`config.mk`:
```
export PLATFORM = sky130hd
export DESIGN_NAME = rtc_fields_to_epoch_seconds_core
export DESIGN_NICKNAME = d
export VERILOG_FILES = /design/src/rtl/core/rtcep_pkg.sv /design/src/rtl/core/rtc_fields_to_epoch_seconds_core.sv /design/src/rtl/core/rtcep_day_count.sv
export SDC_FILE = /design/constraint.sdc
export NUM_CORES = 1
export LEC_CHECK = 0
export ABC_AREA = 1
export BUFFER_PORTS_ARGS = -buffer_cell sky130_fd_sc_hd__buf_2
export CORE_ASPECT_RATIO = 1.25
export CORE_UTILIZATION = 50
export DETAILED_ROUTE_END_ITERATION = 8
export GPL_TIMING_DRIVEN = 0
export HOLD_SLACK_MARGIN = 0.02
export PLACE_DENSITY = 0.68
export SLEW_MARGIN = 20
export SYNTH_ARGS = -nofsm -noshare
export SYNTH_HDL_FRONTEND = slang
export SYNTH_SLANG_ARGS = --single-unit
```
`constraint.sdc`:
```
create_clock -name clk -period 7.03 [get_ports clk]
set_clock_uncertainty 0.2 [all_clocks]
set_input_delay 0.3515 -clock clk [delete_from_list [all_inputs] [get_ports clk]]
set_output_delay 0.3515 -clock clk [all_outputs]
set_load 0.005 [all_outputs]
```
`src/rtl/core/rtcep_pkg.sv`:
```
`timescale 1ns / 1ps
// ----------------------------------------------------------------------------
// rtcep_pkg
// Shared types, constants and helper functions for the clock-chip snapshot
// to epoch-seconds converter.
// ----------------------------------------------------------------------------
package rtcep_pkg;

  // Days from 1970-01-01 to 2000-01-01, minus one so that day 1 adds nothing.
  localparam logic [16:0] DaysTo2000M1 = 17'd10956;
  localparam int unsigned DaysW = 17;
  localparam int unsigned TodW  = 20;
  localparam int unsigned SecsW = 34;

  typedef struct packed {
    logic [7:0] raw_second;
    logic [7:0] raw_minute;
    logic [7:0] raw_hour;
    logic [7:0] raw_day;
    logic [7:0] raw_month;
    logic [7:0] raw_year;
  } rtcep_in_t;

  typedef struct packed {
    logic [SecsW-1:0] epoch_seconds;
    logic             bad_month;
  } rtcep_out_t;

  // Decoded snapshot, all fields binary.
  typedef struct packed {
    logic [7:0] second;
    logic [7:0] minute;
    logic [7:0] hour;
    logic [7:0] day;
    logic [7:0] month;
    logic [7:0] year;
  } rtcep_dec_t;

  // Day count and time of day, ready for the final multiply.
  typedef struct packed {
    logic [DaysW-1:0] days;
    logic [TodW-1:0]  tod;
    logic             bad_month;
  } rtcep_cnt_t;

  // BCD weighting keeps invalid nibbles as given, so the result stays below 166.
  function automatic logic [7:0] decode_byte(input logic bcd, input logic [7:0] v);
    logic [7:0] hi10;
    hi10 = {1'b0, v[7:4], 3'b000} + {3'b000, v[7:4], 1'b0};
    return bcd ? (hi10 + {4'b0000, v[3:0]}) : v;
  endfunction

  // Days before the first of a month; month is 1-based, and 0 or 13 to 15 give zero.
  function automatic logic [8:0] days_before_month(input logic [3:0] month);
    logic [8:0] d;
    case (month)
      4'd1:    d = 9'd0;
      4'd2:    d = 9'd31;
      4'd3:    d = 9'd59;
      4'd4:    d = 9'd90;
      4'd5:    d = 9'd120;
      4'd6:    d = 9'd151;
      4'd7:    d = 9'd181;
      4'd8:    d = 9'd212;
      4'd9:    d = 9'd243;
      4'd10:   d = 9'd273;
      4'd11:   d = 9'd304;
      4'd12:   d = 9'd334;
      default: d = 9'd0;
    endcase
    return d;
  endfunction

endpackage

```
`src/rtl/core/rtc_fields_to_epoch_seconds_core.sv`:
```
`timescale 1ns / 1ps
// ----------------------------------------------------------------------------
// rtc_fields_to_epoch_seconds_core
// Converts one snapshot of clock-chip time bytes into seconds since
// 1970-01-01 00:00:00. A new snapshot may be started in every clock cycle and
// its result appears, for one cycle, on out_data with out_valid high. The
// throughput of one snapshot per cycle is set by the three-stage pipeline:
// BCD decode, then day count and time-of-day, then the day-to-seconds
// multiply. The receiver cannot stall the block, so results are never held
// back. busy is high only while reset is applied and for the first cycle
// after it. A month outside 1 to 12 returns bad_month set and zero seconds.
// The year byte is taken as 2000 plus its decoded value, and Gregorian
// leap rules apply.
// ----------------------------------------------------------------------------
module rtc_fields_to_epoch_seconds_core (
  input  logic                   clk,
  input  logic                   rst_n,
  // Snapshot input: one transfer when start is high and busy is low.
  input  logic                   start,
  output logic                   busy,
  input  rtcep_pkg::rtcep_in_t   in_data,
  // Results: one cycle each, marked by out_valid.
  output logic                   out_valid,
  output rtcep_pkg::rtcep_out_t  out_data,
  // Configuration: bcd_mode register.
  input  logic                   cfg_valid,
  output logic                   cfg_ready,
  input  logic                   cfg_data
);
  import rtcep_pkg::*;

  logic        busy_r;
  logic        bcd_mode_r;

  // Stage 1: decoded fields.
  logic        valid1_r;
  rtcep_dec_t  dec1_r;
  rtcep_dec_t  dec1_nxt;

  // Stage 2: day count and time of day.
  logic        valid2;
  rtcep_cnt_t  cnt2;

  // Stage 3: output register.
  logic        out_valid_r;
  rtcep_out_t  out_r;
  rtcep_out_t  out_nxt;
  logic [SecsW-1:0] secs;

  logic        in_fire;

  assign in_fire   = start && !busy_r;
  assign busy      = busy_r;
  assign cfg_ready = !busy_r;

  // The whole snapshot is decoded with the mode in force at the start transfer.
  always_comb begin
    dec1_nxt.second = decode_byte(bcd_mode_r, in_data.raw_second);
    dec1_nxt.minute = decode_byte(bcd_mode_r, in_data.raw_minute);
    dec1_nxt.hour   = decode_byte(bcd_mode_r, in_data.raw_hour);
    dec1_nxt.day    = decode_byte(bcd_mode_r, in_data.raw_day);
    dec1_nxt.month  = decode_byte(bcd_mode_r, in_data.raw_month);
    dec1_nxt.year   = decode_byte(bcd_mode_r, in_data.raw_year);
  end

  always_ff @(posedge clk) begin
    if (!rst_n) begin
      busy_r     <= 1'b1;
      bcd_mode_r <= 1'b1;
      valid1_r   <= 1'b0;
    end else begin
      busy_r   <= 1'b0;
      valid1_r <= in_fire;
      if (cfg_valid && cfg_ready) begin
        bcd_mode_r <= cfg_data;
      end
    end
    dec1_r <= dec1_nxt;
  end

  rtcep_day_count u_day_count (
    .clk       (clk),
    .rst_n     (rst_n),
    .in_valid  (valid1_r),
    .in_dec    (dec1_r),
    .out_valid (valid2),
    .out_cnt   (cnt2)
  );

  // Days times 86400 plus the time of day; the sum always fits in 34 bits.
  always_comb begin
    secs = SecsW'(cnt2.days) * SecsW'(86400) + SecsW'(cnt2.tod);
    out_nxt.bad_month     = cnt2.bad_month;
    out_nxt.epoch_seconds = cnt2.bad_month ? '0 : secs;
  end

  always_ff @(posedge clk) begin
    if (!rst_n) begin
      out_valid_r <= 1'b0;
    end else begin
      out_valid_r <= valid2;
    end
    out_r <= out_nxt;
  end

  assign out_valid = out_valid_r;
  assign out_data  = out_r;

`ifndef SYNTHESIS
  // Every start transfer yields its result strobe on out_valid.
  a_latency: assert property (@(posedge clk) disable iff (!rst_n)
    (start && !busy) |-> ##3 out_valid)
    else $error("result missing three cycles after start transfer");

  // A bad month always reports zero seconds.
  a_bad_zero: assert property (@(posedge clk) disable iff (!rst_n)
    (out_valid && out_data.bad_month) |-> (out_data.epoch_seconds == '0))
    else $error("bad month result carries nonzero seconds");

  // No result may appear in the cycle right after reset.
  a_reset_quiet: assert property (@(posedge clk)
    !rst_n |=> !out_valid)
    else $error("result strobe right after reset");
`endif

endmodule

```
`src/rtl/core/rtcep_day_count.sv`:
```
`timescale 1ns / 1ps
// ----------------------------------------------------------------------------
// rtcep_day_count
// Pipeline stage that turns a decoded snapshot into a day count since the
// epoch and a time-of-day second count.
// ----------------------------------------------------------------------------
module rtcep_day_count (
  input  logic                   clk,
  input  logic                   rst_n,
  input  logic                   in_valid,
  input  rtcep_pkg::rtcep_dec_t  in_dec,
  output logic                   out_valid,
  output rtcep_pkg::rtcep_cnt_t  out_cnt
);
  import rtcep_pkg::*;

  logic             valid_r;
  rtcep_cnt_t       cnt_r;
  rtcep_cnt_t       cnt_nxt;
  logic [8:0]       yp3;
  logic [6:0]       leaps;
  logic             leap_year;
  logic [16:0]      year_days;
  logic [8:0]       dbm;
  logic             bad;

  always_comb begin
    // Leap years in 2000 .. 2000+y-1; 2100 and 2200 are not leap years.
    yp3   = {1'b0, in_dec.year} + 9'd3;
    leaps = yp3[8:2] - {6'd0, (in_dec.year >= 8'd101)} - {6'd0, (in_dec.year >= 8'd201)};
    leap_year = (in_dec.year[1:0] == 2'b00) && (in_dec.year != 8'd100) &&
                (in_dec.year != 8'd200);
    year_days = 17'(in_dec.year) * 17'd365;
    bad = (in_dec.month == 8'd0) || (in_dec.month > 8'd12);
    dbm = days_before_month(in_dec.month[3:0]);

    cnt_nxt.bad_month = bad;
    cnt_nxt.days = DaysTo2000M1 + year_days + 17'(leaps) + 17'(dbm) +
                   17'((in_dec.month > 8'd2) && leap_year) + 17'(in_dec.day);
    cnt_nxt.tod = TodW'(in_dec.hour) * TodW'(3600) + TodW'(in_dec.minute) * TodW'(60) +
                  TodW'(in_dec.second);
  end

  always_ff @(posedge clk) begin
    if (!rst_n) begin
      valid_r <= 1'b0;
    end else begin
      valid_r <= in_valid;
    end
    cnt_r <= cnt_nxt;
  end

  assign out_valid = valid_r;
  assign out_cnt   = cnt_r;

endmodule

```
=== Yosys cells after proc, flatten, opt, wreduce, memory -nomap -nowiden ===
Memories as Yosys holds them, arrays and structs flattened. A register that Yosys moved wholly into a read port is not among the register bits.
Index checks and enable logic that the tools add are counted.

* Bits in registers: 126
* Bits in read-only memories: 144
* Output and inout bits: 38
* Logic and storage cells: 66
* Memories kept: 1

{| class="wikitable"
|+ Memories
! memory !! depth !! width !! rd ports !! clocked after Yosys merged registers in !! write ports !! line !! RTL
|-
| (name not given) || 16 || 9 || 1 || 1 || 0 || rtcep_pkg.sv:56 || <nowiki>case (month)</nowiki>
|}

* Add/sub/neg operators: 23
* Multiply operators: 4
* Magnitude comparators: 4
* Equality and inequality tests: 2
* Muxes and demuxes: 7
* Reductions and logical operators: 9

{| class="wikitable"
|+ Operators by type and width
! kind !! count
|-
| $add A7 B5 Y8 || 6
|-
| $add A8 B4 Y8 || 6
|-
| $mux W8 || 6
|-
| $add A34 B20 Y34 || 1
|-
| $mul A17 B10 Y27 const B || 1
|-
| $add A20 B14 Y20 || 1
|-
| $add A20 B8 Y20 || 1
|-
| $add A14 B17 Y17 const A || 1
|-
| $add A17 B1 Y17 || 1
|-
| $add A17 B7 Y17 || 1
|-
| $add A17 B8 Y17 || 1
|-
| $add A17 B9 Y17 || 1
|-
| $mul A8 B9 Y17 const B || 1
|-
| $mul A8 B8 Y16 const B || 1
|-
| $sub A7 B1 Y7 || 2
|-
| $mul A8 B4 Y12 const B || 1
|-
| $add A8 B2 Y9 const B || 1
|-
| $ge A8 B7 Y1 const B || 1
|-
| $ge A8 B8 Y1 const B || 1
|-
| $gt A8 B2 Y1 const B || 1
|-
| $gt A8 B4 Y1 const B || 1
|-
| $logic_not A8 Y1 || 1
|-
| $ne A8 B7 Y1 const B || 1
|-
| $ne A8 B8 Y1 const B || 1
|-
| 5 further kinds || 9
|}

=== Logic depth before layout (Yosys ltp) ===
* Depth in word-level cells: 7
* Depth in mapped cells: 30
* Depth with buffers taken out: 30

=== Modules after synthesis ===
Synthesis repeated with hierarchy kept, for this count alone.

* Cells, all modules: 1905
* Area total of the unflattened synthesis: 14916.8 um2

{| class="wikitable"
|+ Modules (own cells, without submodules)
! module !! instances !! cells an instance !! area each (um2) !! sequential area each (um2)
|-
| rtc_fields_to_epoch_seconds_core || 1 || 1116 || 8185.4 || 1741.7
|-
| rtcep_day_count || 1 || 789 || 6731.5 || 780.7
|}

=== Worst setup path before layout ===
No wires, ideal clock.

* Kind: register to register
* From: reg dec1_r[7] in the netlist's numbering
* To: reg u_day_count.cnt_r (netlist bit u_day_count.out_cnt[34])
* Library setup time: 0.127 ns
* Arrival: 5.411 ns
* Data required time: 6.703 ns
* Path slack: 1.292 ns
* Stages on the path, launching flop included: 26
* Path buffers: 0
* Clock period less this slack: 5.738 ns
* Cells stage by stage: dfxtp_1 > inv_1 > ha_1 > nand2_1 > nand2_1 > a311oi_1 > fa_1 > inv_1 > ha_1 > and3_1 > nand3_1 > xnor2_1 > fa_1 > fa_1 > fa_1 > inv_1 > fa_1 > inv_1 > ha_1 > a21oi_1 > o21ai_0 > a21oi_1 > o21ai_0 > a21oi_1 > o21ai_0 > xor2_1

{| class="wikitable"
|+ RTL lines
! element !! line !! RTL
|-
| start, declared || rtc_fields_to_epoch_seconds_core.sv:37 || <nowiki>rtcep_dec_t dec1_r;</nowiki>
|-
| start signal, assigned || rtc_fields_to_epoch_seconds_core.sv:78 || <nowiki>dec1_r <= dec1_nxt;</nowiki>
|-
| end signal, assigned || rtcep_day_count.sv:50 || <nowiki>cnt_r <= cnt_nxt;</nowiki>
|-
| end, declared || rtcep_day_count.sv:18 || <nowiki>rtcep_cnt_t cnt_r;</nowiki>
|}

==> results by group <==
Logic synthesis
  • Area contributors post-synth: sky130_fd_sc_hd__ha_1 25%, sky130_fd_sc_hd__dfxtp_1 19%, sky130_fd_sc_hd__fa_1 16%
  • Cell variety after synth: 45
  • Yosys reg bits: 135
  • Number of nets in the synthesized netlist: 2243
  • Cell accounting for the most synthesized area: sky130_fd_sc_hd__ha_1
  • Top cell types by occurrence after synthesis: 365 x sky130_fd_sc_hd__inv_1, 320 x sky130_fd_sc_hd__nand2_1, 295 x sky130_fd_sc_hd__ha_1
  • Share of synthesized registers carrying an async set or reset: 0%
  • Ys flop type: sky130_fd_sc_hd__dfxtp_1
  • Sequential area share after synthesis: 18.7%
  • Number of warning messages in the yosys log: 0
  • Post-synthesis cell count: 1776
  • Cell area after technology mapping: 14500 sq um
  • Share of Yosys cell area claimed by the top area cell type: roughly a quarter
  • Mean area per synthesized cell: around 8 sq um
  • Number of synthesized flops with an enable pin: 0
  • Most common cell in the synthesized netlist: sky130_fd_sc_hd__inv_1

Clocking
  • CTS root buffer: sky130_fd_sc_hd__clkbuf_16
  • TritonCTS clock tree: yes
  • Insertion delay to the later sink of the worst-skew pair: 0.43 ns
  • Post-CTS setup-driven buffer insertion count: 0
  • Total clock buffers created by CTS: 17
  • Number of buffers on the longest clock path: 2
  • Clock sink count: 135
  • # H-tree levels: 4
  • Clock slew at reported path FFs: 0.06 ns

Worst setup path
  • Startpoint kind of the worst setup timing path: flop
  • Startpoint-to-endpoint class of the critical path: reg2reg
  • Largest fanout of any net on the critical path: 10
  • Worst Path Arrival: roughly 6.7 ns
  • Critical path endpoint category: flop
  • Required time of the worst setup path: 7.19 ns

Route
  • Wire length after detailed routing: between 30 and 40 mm
  • Vias/cell: slightly above 5
  • Routed wire length per instance: around 14 um
  • Total number of vias: approximately 12000
  • Number of nets still failing antenna checks after routing: 0
  • Total DRC errors in the routed layout: 0
  • Detailed Route Iter0 Violations: 361
  • First drt pass iteration count: 5

Die
  • Number of ports placed on the die boundary: 91
  • Num rows: 69
  • DIE AREA: 29600 sq um
  • Core box area: around 28000 sq um
  • Initial standard-cell utilization of the core: 50.8%
  • Die Span Y: between 150 and 200 um
  • Overall die width: 154 um

Run status
  • Run status: completed

Timing
  • Achievable clock frequency: 154 MHz
  • Number of failing setup endpoints in the final timing report: 0
  • Worst hold slack across all endpoints: 0.0333 ns
  • RSZ-0062 raised after global routing: false
  • Worst Setup Slack, final: 0.527 ns
  • Final Hold Fails: 0
  • Tightest slew margin relative to the limit: ~46%
  • Final total negative setup slack: 0 ns
  • Measured slew at the worst slew-check pin: 0.803 ns
  • Share of the clock period used by the worst path after layout: 92.5%
  • Max-slew violations: 0
  • Minimum clock period after layout: 6.50 ns

Placed design
  • Final weighted congestion in routability-driven placement: about 0.96
  • Cell area after placement: 15400 sq um
  • Worst setup slack after placement: approximately 0.4 ns
  • HPWL Detailed: ~27 mm
  • Count of input and output buffers: 90

Cells and area
  • Combined flip-flop and latch cell area: 2710 sq um
  • Relative area change from synthesis to final layout: 13.7%
  • Total Nets Final: 2401
  • Area of the multi-input gates: 10300 sq um
  • Final std cell area, no fill: 16500 sq um
  • # diodes: 0
  • Filler Cell Count: 2513
  • Fraction of final layout cells sized beyond drive strength 1: 9.14%

Global routing
  • First-pass GRT wire length: 53.7 mm
  • Remaining global-route overflow: 0
  • Vias in the first global route: 11900
  • Maximum number of pins on one net before global-route repair: 17
  • Antenna violations before repair: 0
  • Global-route usage over all layers: 22.6%

Min path
  • Path type of the worst min-delay path: in2reg

Flow run
  • Count of maximum capacitance violations: 0
-- layout make-up --
| cell class | count | area share, % |
|---|---|---|
| inverter | 374 | 8.53 |
| multi-input combinational | 1253 | 62.7 |
| tap | 355 | 2.70 |
| buffer | 14 | 0.350 |
| clock inverter | 14 | 0.996 |
| timing repair buffer | 139 | 5.72 |
| sequential | 135 | 16.4 |
| clock buffer | 18 | 2.61 |
-- sequential cells by signal, indices dropped and copies added (netlist names) --
name	count
out_valid	1
u_day_count.out_cnt	38
u_day_count.dbm	9
out_data	35
bcd_mode_r	1
u_day_count.out_valid	1
dec1_r	48
busy	1
valid1_r	1
-- metrics by stage --
stage / instances / utilization, %
2_1_floorplan: 1776 / -
3_3_place_gp: 2221 / 53.9
3_5_place_dp: 2221 / 53.9
4_1_cts: 2302 / 57.8
5_1_grt: 2302 / 57.8
6_report: 2302 / 57.8
-- worst paths after layout --
kind / endpoint / slack, ns / depth (start not counted) / from
worst max register to register: u_day_count.out_cnt[34]$_DFF_P_ / 0.53 / 20 / dec1_r[7]$_DFF_P_
worst min-delay path: dec1_r[6]$_DFF_P_ / 0.03 / 3 / in_data[6]
worst min register to register: u_day_count.out_cnt[1]$_DFF_P_ / 0.13 / 0 / dec1_r[40]$_DFF_P_
worst max-delay path: u_day_count.out_cnt[34]$_DFF_P_ / 0.53 / 20 / dec1_r[7]$_DFF_P_
-- critical path, stage by stage, from the launching register on --
cell	delay, ns
sky130_fd_sc_hd__dfxtp_2	0.49
sky130_fd_sc_hd__ha_1	0.30
sky130_fd_sc_hd__inv_1	0.11
sky130_fd_sc_hd__nor2_1	0.31
sky130_fd_sc_hd__a22oi_1	0.19
sky130_fd_sc_hd__fa_1	0.46
sky130_fd_sc_hd__nor3_1	0.34
sky130_fd_sc_hd__xor2_1	0.28
sky130_fd_sc_hd__fa_1	0.48
sky130_fd_sc_hd__fa_1	0.54
sky130_fd_sc_hd__fa_1	0.44
sky130_fd_sc_hd__fa_1	0.54
sky130_fd_sc_hd__inv_1	0.07
sky130_fd_sc_hd__ha_1	0.28
sky130_fd_sc_hd__nand2_1	0.04
sky130_fd_sc_hd__o21ai_0	0.39
sky130_fd_sc_hd__a21oi_1	0.19
sky130_fd_sc_hd__o21ai_0	0.32
sky130_fd_sc_hd__a21oi_1	0.11
sky130_fd_sc_hd__o21ai_0	0.21
sky130_fd_sc_hd__xor2_1	0.15
-- placed cells by master (no fill, tap or decap), types with 2 or more instances in the layout --
master and count:
sky130_fd_sc_hd__a21boi_0 2, sky130_fd_sc_hd__a21o_1 7, sky130_fd_sc_hd__a21oi_1 113, sky130_fd_sc_hd__a311oi_1 2, sky130_fd_sc_hd__a31oi_1 14, sky130_fd_sc_hd__buf_1 2
sky130_fd_sc_hd__buf_2 91, sky130_fd_sc_hd__bufinv_16 2, sky130_fd_sc_hd__clkbuf_1 11, sky130_fd_sc_hd__clkbuf_16 17, sky130_fd_sc_hd__clkinv_4 2, sky130_fd_sc_hd__clkinvlp_4 3
sky130_fd_sc_hd__dfxtp_1 133, sky130_fd_sc_hd__dfxtp_2 2, sky130_fd_sc_hd__dlygate4sd3_1 49, sky130_fd_sc_hd__fa_1 119, sky130_fd_sc_hd__ha_1 295, sky130_fd_sc_hd__inv_1 365
sky130_fd_sc_hd__inv_2 9, sky130_fd_sc_hd__inv_6 6, sky130_fd_sc_hd__nand2_1 320, sky130_fd_sc_hd__nand2_2 16, sky130_fd_sc_hd__nand2_4 3, sky130_fd_sc_hd__nand3_1 60
sky130_fd_sc_hd__nand4_1 18, sky130_fd_sc_hd__nor2_1 82, sky130_fd_sc_hd__nor2_2 10, sky130_fd_sc_hd__nor2_4 8, sky130_fd_sc_hd__nor3_1 12, sky130_fd_sc_hd__o211ai_1 8
sky130_fd_sc_hd__o21a_1 3, sky130_fd_sc_hd__o21ai_0 58, sky130_fd_sc_hd__o21ai_1 2, sky130_fd_sc_hd__o21bai_1 6, sky130_fd_sc_hd__or2_2 6, sky130_fd_sc_hd__xnor2_1 25
sky130_fd_sc_hd__xor2_1 50
-- cell families after synthesis --
logic type,Yosys count,synth area share [%]
DFF,135,18.7
buffers and inverters,388,10.1
xor gates and xnor gates,75,4.54
AOI/OAI and AO/OA,223,8.51
adders and majority gates,414,42.0
and+or+nand+nor,541,16.2
-- timing repair --
item                                    4_1_cts  5_1_grt
hold buffers                                 49        0
hold endpoints to repair                     49        0
gates resized for setup                       0        2
endpoints found under the setup margin        0        1
-- routing by layer --
layer | vias up | share of wire (%) | global-route usage, %
li1 | 5962 | - | -
met1 | 5401 | 42 | 24.7
met2 | 224 | 52 | 43.3
met3 | 60 | 2.9 | 2.75
met4 | 0 | 3.3 | 10.6
met5 | - | 0 | 0
Power is left out: the tool's default activity adds up to more than one toggle a clock period on the data nets, which glitch-free logic cannot reach.
